--- config.mk ---
export PLATFORM = sky130hd
export DESIGN_NAME = i2c_bitbang_master_unit
export DESIGN_NICKNAME = d
export VERILOG_FILES = /design/src/rtl/i2cbb_pkg.sv /design/src/rtl/i2c_bitbang_master_unit.sv
export SDC_FILE = /design/constraint.sdc
export NUM_CORES = 1
export LEC_CHECK = 0
export ABC_AREA = 1
export BUFFER_PORTS_ARGS = -buffer_cell sky130_fd_sc_hd__buf_2
export CAP_MARGIN = 10
export CORE_ASPECT_RATIO = 0.6
export CORE_UTILIZATION = 60
export DETAILED_ROUTE_END_ITERATION = 10
export GPL_ROUTABILITY_DRIVEN = 0
export PLACE_DENSITY = 0.79
export SYNTH_ARGS = -nofsm -noshare
export SYNTH_HDL_FRONTEND = slang
export SYNTH_SLANG_ARGS = --single-unit
--- constraint.sdc ---
create_clock -name clock -period 6.25 [get_ports clock]
set_clock_uncertainty 0.2 [all_clocks]
set_input_delay 1.25 -clock clock [delete_from_list [all_inputs] [get_ports clock]]
set_output_delay 1.25 -clock clock [all_outputs]
set_load 0.02 [all_outputs]
--- src/rtl/i2cbb_pkg.sv ---
// Shared types and constants for the bit-banged I2C master.
package i2cbb_pkg;

   localparam int TICK_COUNTER_WIDTH = 16;
   localparam int BITS_PER_BYTE      = 8;
   localparam int CFG_DATA_WIDTH     = 16;
   localparam int CFG_INDEX_WIDTH    = 2;
   localparam int BIT_INDEX_WIDTH    = 4;

   typedef logic [TICK_COUNTER_WIDTH-1:0] tick_type;

   typedef enum logic [2:0] {
      OP_START    = 3'd0,
      OP_STOP     = 3'd1,
      OP_WRITE    = 3'd2,
      OP_READ     = 3'd3,
      OP_WAIT_ACK = 3'd4
   } opcode_type;

   typedef enum logic [CFG_INDEX_WIDTH-1:0] {
      CFG_BIT_HALF    = 2'd0,
      CFG_START_STOP  = 2'd1,
      CFG_ACK_SETUP   = 2'd2,
      CFG_RETRY_LIMIT = 2'd3
   } cfg_index_type;

   localparam logic [15:0] BIT_HALF_RESET    = 16'd100;
   localparam logic [15:0] START_STOP_RESET  = 16'd200;
   localparam logic [15:0] ACK_SETUP_RESET   = 16'd50;
   localparam logic [7:0]  RETRY_LIMIT_RESET = 8'd250;

   typedef struct packed {
      logic       cmd_valid;
      logic [2:0] opcode;
      logic [7:0] tx_byte;
      logic       send_ack;
      logic       sda_sample;
   } i2cbb_req_type;

   typedef struct packed {
      logic       scl_level;
      logic       sda_level;
      logic       busy_res;
      logic       cmd_done;
      logic [7:0] rx_byte;
      logic       ack_seen;
   } i2cbb_rsp_type;

   // mask to the counter width; zero lasts one tick
   function automatic tick_type delay_of(input logic [15:0] d);
      tick_type v;
      v = TICK_COUNTER_WIDTH'(d);
      if (v == '0) begin
         v = TICK_COUNTER_WIDTH'(1);
      end
      return v;
   endfunction

endpackage

--- src/rtl/i2c_bitbang_master_unit.sv ---
// Top level of the bit-banged I2C master sequencer.
//
// Each accepted request beat is one timing tick: it carries an optional command and the
// sampled SDA level, and produces exactly one response beat with the line levels and
// status after that tick. One beat is taken each clock cycle while req_ready is high;
// the response is in the output register next cycle, and req_ready falls only while
// it holds a beat the consumer has not taken. Commands offered while busy are ignored.
// Delay registers count ticks, not clocks; a zero delay lasts one tick.
module i2c_bitbang_master_unit (
   input  logic                               clock,
   input  logic                               reset,
   input  logic                               req_valid,
   output logic                               req_ready,
   input  i2cbb_pkg::i2cbb_req_type           req_data,
   output logic                               rsp_valid,
   input  logic                               rsp_ready,
   output i2cbb_pkg::i2cbb_rsp_type           rsp_data,
   input  logic                               csr_we,
   input  logic [i2cbb_pkg::CFG_INDEX_WIDTH-1:0] csr_index,
   input  logic [i2cbb_pkg::CFG_DATA_WIDTH-1:0]  csr_wdata
);
   import i2cbb_pkg::*;

   typedef enum logic [15:0] {
      PH_IDLE = 16'h0001,
      PH_ST1  = 16'h0002,
      PH_ST2  = 16'h0004,
      PH_SP1  = 16'h0008,
      PH_SP2  = 16'h0010,
      PH_WR0  = 16'h0020,
      PH_WR1  = 16'h0040,
      PH_WR2  = 16'h0080,
      PH_RD0  = 16'h0100,
      PH_RD1  = 16'h0200,
      PH_RA0  = 16'h0400,
      PH_RA1  = 16'h0800,
      PH_WK0  = 16'h1000,
      PH_WK1  = 16'h2000,
      PH_WK2  = 16'h4000,
      PH_WK3  = 16'h8000
   } phase_type;

   localparam logic [BIT_INDEX_WIDTH-1:0] LAST_BIT = BIT_INDEX_WIDTH'(BITS_PER_BYTE - 1);
   localparam logic [BIT_INDEX_WIDTH-1:0] NUM_BITS = BIT_INDEX_WIDTH'(BITS_PER_BYTE);

   logic [15:0] bit_half_ff, start_stop_ff, ack_setup_ff;
   logic [7:0]  retry_limit_ff;

   phase_type                  phase_ff, phase_in;
   tick_type                   tick_ff, tick_in;
   logic [BIT_INDEX_WIDTH-1:0] bit_ff, bit_in;
   logic [BITS_PER_BYTE-1:0]   shift_ff, shift_in;
   logic [7:0]                 retry_ff, retry_in;
   logic                       ack_mode_ff, ack_mode_in;
   logic                       scl_ff, scl_in;
   logic                       sda_ff, sda_in;
   logic                       ack_flag_ff, ack_flag_in;
   logic [BITS_PER_BYTE-1:0]   rx_ff, rx_in;
   logic                       done;

   logic                       rsp_valid_ff;
   i2cbb_rsp_type              rsp_data_ff;
   logic                       accept;

   assign req_ready = !rsp_valid_ff || rsp_ready;
   assign accept    = req_valid && req_ready;
   assign rsp_valid = rsp_valid_ff;
   assign rsp_data  = rsp_data_ff;

   always_comb begin
      logic [BIT_INDEX_WIDTH-1:0] bit_nx;
      logic [BITS_PER_BYTE-1:0]   shift_nx;
      tick_type                   tick_dec;
      phase_in    = phase_ff;
      tick_in     = tick_ff;
      bit_in      = bit_ff;
      shift_in    = shift_ff;
      retry_in    = retry_ff;
      ack_mode_in = ack_mode_ff;
      scl_in      = scl_ff;
      sda_in      = sda_ff;
      ack_flag_in = ack_flag_ff;
      rx_in       = rx_ff;
      done        = 1'b0;
      bit_nx      = bit_ff + BIT_INDEX_WIDTH'(1);
      shift_nx    = {shift_ff[BITS_PER_BYTE-2:0], 1'b0};
      tick_dec    = tick_ff - TICK_COUNTER_WIDTH'(1);
      if (phase_ff == PH_IDLE) begin
         if (req_data.cmd_valid) begin
            case (req_data.opcode)
               OP_START: begin
                  sda_in   = 1'b1;
                  scl_in   = 1'b1;
                  phase_in = PH_ST1;
                  tick_in  = delay_of(start_stop_ff);
               end
               OP_STOP: begin
                  sda_in   = 1'b0;
                  scl_in   = 1'b0;
                  phase_in = PH_SP1;
                  tick_in  = delay_of(start_stop_ff);
               end
               OP_WRITE: begin
                  shift_in = req_data.tx_byte;
                  bit_in   = '0;
                  sda_in   = req_data.tx_byte[BITS_PER_BYTE-1];
                  phase_in = PH_WR0;
                  tick_in  = delay_of(bit_half_ff);
               end
               OP_READ: begin
                  ack_mode_in = req_data.send_ack;
                  shift_in    = '0;
                  bit_in      = '0;
                  sda_in      = 1'b1;
                  scl_in      = 1'b0;
                  phase_in    = PH_RD0;
                  tick_in     = delay_of(bit_half_ff);
               end
               OP_WAIT_ACK: begin
                  sda_in      = 1'b1;
                  ack_flag_in = 1'b0;
                  retry_in    = retry_limit_ff;
                  phase_in    = PH_WK0;
                  tick_in     = delay_of(ack_setup_ff);
               end
               default: begin
               end
            endcase
         end
      end else begin
         tick_in = tick_dec;
         if (tick_dec == '0) begin
            case (phase_ff)
               PH_ST1: begin
                  sda_in   = 1'b0;
                  phase_in = PH_ST2;
                  tick_in  = delay_of(start_stop_ff);
               end
               PH_ST2: begin
                  scl_in = 1'b0;
                  done   = 1'b1;
               end
               PH_SP1: begin
                  scl_in   = 1'b1;
                  sda_in   = 1'b1;
                  phase_in = PH_SP2;
                  tick_in  = delay_of(start_stop_ff);
               end
               PH_SP2: begin
                  done = 1'b1;
               end
               PH_WR0: begin
                  scl_in   = 1'b1;
                  phase_in = PH_WR1;
                  tick_in  = delay_of(bit_half_ff);
               end
               PH_WR1: begin
                  scl_in = 1'b0;
                  if (bit_ff == LAST_BIT) begin
                     sda_in = 1'b1;
                  end
                  phase_in = PH_WR2;
                  tick_in  = delay_of(bit_half_ff);
               end
               PH_WR2: begin
                  shift_in = shift_nx;
                  bit_in   = bit_nx;
                  if (bit_nx < NUM_BITS) begin
                     sda_in   = shift_nx[BITS_PER_BYTE-1];
                     phase_in = PH_WR0;
                     tick_in  = delay_of(bit_half_ff);
                  end else begin
                     done = 1'b1;
                  end
               end
               PH_RD0: begin
                  scl_in   = 1'b1;
                  phase_in = PH_RD1;
                  tick_in  = delay_of(bit_half_ff);
               end
               PH_RD1: begin
                  shift_in = {shift_ff[BITS_PER_BYTE-2:0], req_data.sda_sample};
                  bit_in   = bit_nx;
                  scl_in   = 1'b0;
                  tick_in  = delay_of(bit_half_ff);
                  if (bit_nx < NUM_BITS) begin
                     phase_in = PH_RD0;
                  end else begin
                     rx_in    = {shift_ff[BITS_PER_BYTE-2:0], req_data.sda_sample};
                     sda_in   = !ack_mode_ff;
                     phase_in = PH_RA0;
                  end
               end
               PH_RA0: begin
                  scl_in   = 1'b1;
                  phase_in = PH_RA1;
                  tick_in  = delay_of(bit_half_ff);
               end
               PH_RA1: begin
                  scl_in = 1'b0;
                  done   = 1'b1;
               end
               PH_WK0: begin
                  scl_in   = 1'b1;
                  phase_in = PH_WK1;
                  tick_in  = delay_of(ack_setup_ff);
               end
               PH_WK1, PH_WK3: begin
                  scl_in = 1'b0;
                  if (retry_ff == '0) begin
                     done = 1'b1;
                  end else begin
                     retry_in = retry_ff - 8'd1;
                     if (req_data.sda_sample) begin
                        phase_in = PH_WK2;
                        tick_in  = delay_of(start_stop_ff);
                     end else begin
                        ack_flag_in = 1'b1;
                        done        = 1'b1;
                     end
                  end
               end
               PH_WK2: begin
                  scl_in   = 1'b1;
                  phase_in = PH_WK3;
                  tick_in  = delay_of(start_stop_ff);
               end
               default: begin
                  phase_in = PH_IDLE;
               end
            endcase
            if (done) begin
               phase_in = PH_IDLE;
            end
         end
      end
   end

   always_ff @(posedge clock) begin
      if (reset) begin
         bit_half_ff    <= BIT_HALF_RESET;
         start_stop_ff  <= START_STOP_RESET;
         ack_setup_ff   <= ACK_SETUP_RESET;
         retry_limit_ff <= RETRY_LIMIT_RESET;
      end else if (csr_we) begin
         case (csr_index)
            CFG_BIT_HALF:    bit_half_ff    <= csr_wdata;
            CFG_START_STOP:  start_stop_ff  <= csr_wdata;
            CFG_ACK_SETUP:   ack_setup_ff   <= csr_wdata;
            CFG_RETRY_LIMIT: retry_limit_ff <= csr_wdata[7:0];
            default: begin
            end
         endcase
      end
   end

   always_ff @(posedge clock) begin
      if (reset) begin
         phase_ff     <= PH_IDLE;
         tick_ff      <= '0;
         bit_ff       <= '0;
         shift_ff     <= '0;
         retry_ff     <= '0;
         ack_mode_ff  <= 1'b0;
         scl_ff       <= 1'b1;
         sda_ff       <= 1'b1;
         ack_flag_ff  <= 1'b0;
         rx_ff        <= '0;
         rsp_valid_ff <= 1'b0;
      end else begin
         if (accept) begin
            phase_ff    <= phase_in;
            tick_ff     <= tick_in;
            bit_ff      <= bit_in;
            shift_ff    <= shift_in;
            retry_ff    <= retry_in;
            ack_mode_ff <= ack_mode_in;
            scl_ff      <= scl_in;
            sda_ff      <= sda_in;
            ack_flag_ff <= ack_flag_in;
            rx_ff       <= rx_in;
         end
         if (accept) begin
            rsp_valid_ff <= 1'b1;
         end else if (rsp_ready) begin
            rsp_valid_ff <= 1'b0;
         end
      end
   end

   // response beat payload
   always_ff @(posedge clock) begin
      if (accept) begin
         rsp_data_ff.scl_level <= scl_in;
         rsp_data_ff.sda_level <= sda_in;
         rsp_data_ff.busy_res  <= (phase_in != PH_IDLE);
         rsp_data_ff.cmd_done  <= done;
         rsp_data_ff.rx_byte   <= rx_in;
         rsp_data_ff.ack_seen  <= ack_flag_in;
      end
   end

endmodule

==> run summary <==
Root Driver - clkbuf_16
worst slew pin tran - 1290 ps
critical path class - in -> reg
EDFF count, synth - 13
count of input and output buffers - 51
HP Start - retry_limit_ff[6]
library cells used by synthesis - 49
die footprint - 14200 um^2
setup_tns - 0 ps
maximum clock path buffer count - 2
most frequent cells in the layout - nand2_1 (294), inv_1 (169), nor2_1 (146)
RSZ-0062 raised after global routing - no
CTS buffer count - 17
H-tree levels - 4
vias post-DR - 8886
die height - 92.7 um
pin count of the biggest net entering global routing - 71
critical path arrival - 4190 ps
commonest non-fill, non-tap cell in the layout - nand2_1
final setup violation count - 0
GRT overflow - 0
Cell Chain, Critical Path - buf_2, inv_1, nand2_1, nand2_1, inv_2, nand2_2, inv_1, o21ai_0, a21oi_1
Core ar. - 13100 um^2
DR vias/cell - 5.93
Leak Pwr - 4.22 nW
Syn. warnings - 0
Critical Path Source Type - input pin
Reg2Reg Setup Slack - 2470 ps
vias in the first global route - 7643
post-layout net count - 1357
hold buffer count at CTS - 0
final hold violation count - 0
layout cell share with drive strength beyond 1 - 11.8%
Routed WL - 25600 um
fraction of registers with async set/reset - 0%
CP delay by family, top - buffers and inverters
CP endpoint kind - flip-flop
worst min path class - reg -> reg
Mapped Nets - 1326
Hold Crit Depth - 2
Place WS - 1910 ps
Syn Inst Count - 1285
cell depth of the worst setup path - 9
fmax - 247 MHz
row cnt - 32
Resized cells post-CTS - 0
Top-Level Pins - 52
Avg Cell Area, Syn - 6.40 um^2
Worst Path Required - 6390 ps
final critical-path required period - 4050 ps
Post-CTS Setup Bufs - 0
CP max FO - 40
chip width - 153 um
TritonRoute pass-1 iters - 5
slowest CP cell - inv_2
RR Startpoint - phase_ff[4]
first-pass GRT wire length - 40700 um
Hold Path Sink - retry_limit_ff[6]
Synth-to-Final Area Change - 11.1%
DRC errors left - 0
worst r2r path cells - 12
Netlist Area Pre-Place - 8220 um^2
placed wire-length estimate - 18800 um
CTS sink count - 133
CTS tree - yes
Power Density - 277 nW/um^2
antenna cells - 0
Main synth FF type - dfxtp_1
antenna violations before repair - 0
Critical R2R Capture - retry_ff[6]
Clock Latency Late Sink - 430 ps
slowest stage delay, CP - 890 ps
1st-iter DRT viols - 1338
Slew Limit Fails - 0
Tot GR Track Use - 36.9%
Reg clk slew, reported paths - 60 ps
Initial Util - 62.8%
DRT antenna net count - 0
VDD IR max - 0.149 mV
sequential fraction of the synthesis area - 34.0%
relative slew slack - 13.6%
WP buf/inv - 4
#FFs+latches synth - 133
status - complete, no violations
max cap viols - 0
post-detailed-route wirelength per cell - 17.1 um
worst setup slack after layout - 2200 ps
period utilisation layout - 64.8%
[metal layers]
layer	up-vias	global-route usage [%]	routed length, um
met2	605	45.5	9060
met1	3960	58.1	12100
met5	-	0	0
li1	4281	-	-
met4	0	7.41	282
met3	40	13.5	4150
[worst reg2reg max path: cells and delay by family, from the launching register on]
family	cells	cell delay (ps)
AO/OA/AOI/OAI	2	370
buffers and inverters	4	910
flip-flops	1	420
AND/OR/NAND/NOR	6	1790
[cell families (layout without fill, tap and decap cells)]
group                      after synthesis  after routing  share of synthesized area (%)
AOI/OAI and AO/OA                      296            296                           20.1
xor gates and xnor gates                 5              5                          0.533
muxes                                    1              1                          0.122
adders and majority gates                4              4                          0.609
and+or+nand+nor                        627            627                           34.4
DFF                                    133            133                           34.0
buffers and inverters                  219            263                           10.3
[stage by stage]
| stage | hold WS (ps) | power, mW | instances | cell area, um^2 | utilization [%] |
|---|---|---|---|---|---|
| after global routing | 276 | 2.62 | 1499 | 9140 | 69.8 |
| after global placement | 243 | 1.48 | 1467 | 8530 | 65.2 |
| after floorplan | 224 | 1.35 | 1285 | 8220 | - |
| final | 263 | 2.53 | 1499 | 9140 | 69.8 |
| after CTS | 260 | 2.51 | 1499 | 9140 | 69.8 |
| after detailed placement | 247 | 1.49 | 1467 | 8530 | 65.2 |
[sequential cells by signal, indices dropped and copies added, names as in the netlist]
signal / count
retry_limit_ff: 8
tick_ff: 16
ack_mode_ff: 1
rsp_data: 13
rx_ff: 8
bit_ff: 4
shift_ff: 7
bit_half_ff: 16
ack_setup_ff: 16
scl_ff: 1
sda_ff: 1
phase_ff: 16
retry_ff: 8
start_stop_ff: 16
ack_flag_ff: 1
rsp_valid: 1
[Yosys cell counts (all sizes together), types with 2 or more instances]
cell / number / area, um^2
nand2: 323 / 1290
inv: 172 / 646
nor2: 164 / 719
o21ai: 135 / 709
dfxtp: 120 / 2400
a21oi: 112 / 564
nand3: 90 / 500
clkbuf: 28 / 105
o211ai: 21 / 158
nand4: 18 / 113
nor3: 17 / 96.4
buf: 14 / 75.1
edfxtp: 13 / 390
o221ai: 9 / 78.8
o22ai: 6 / 37.5
clkinv: 5 / 21.3
nand3b: 5 / 37.5
nor4: 5 / 31.3
ha: 4 / 50.1
o2111ai: 4 / 35.0
xor2: 4 / 35.0
a22oi: 3 / 22.5
a211oi: 2 / 20.0
a31oi: 2 / 12.5
and3: 2 / 12.5
[report_power, final]
| part | switching, mW | internal (mW) | total, mW |
|---|---|---|---|
| sequential | 0.0521 | 0.914 | 0.967 |
| clock | 0.441 | 0.593 | 1.03 |
| combinational | 0.370 | 0.156 | 0.526 |
[final cells by class]
type	count	area (um^2)
clock buffers	19	454
clock inverters	13	149
fillers	1114	3960
inverters	177	667
multi-input cells	933	4580
flip-flops and latches	133	2790
well taps	170	213
repair buffers	54	278
[worst max-delay path by stage]
stage / start / to / slack [ps]
5_1_grt: rsp_ready / tick_ff[3] / 1890
6_report: rsp_ready / tick_ff[9] / 2200
2_1_floorplan: rsp_ready / rsp_data[0] / 3300
4_1_cts: rsp_ready / tick_ff[9] / 2290
3_3_place_gp: rsp_ready / tick_ff[15] / 2050
3_5_place_dp: rsp_ready / tick_ff[9] / 1910
Note: power is estimated with default switching activity, not from simulation.
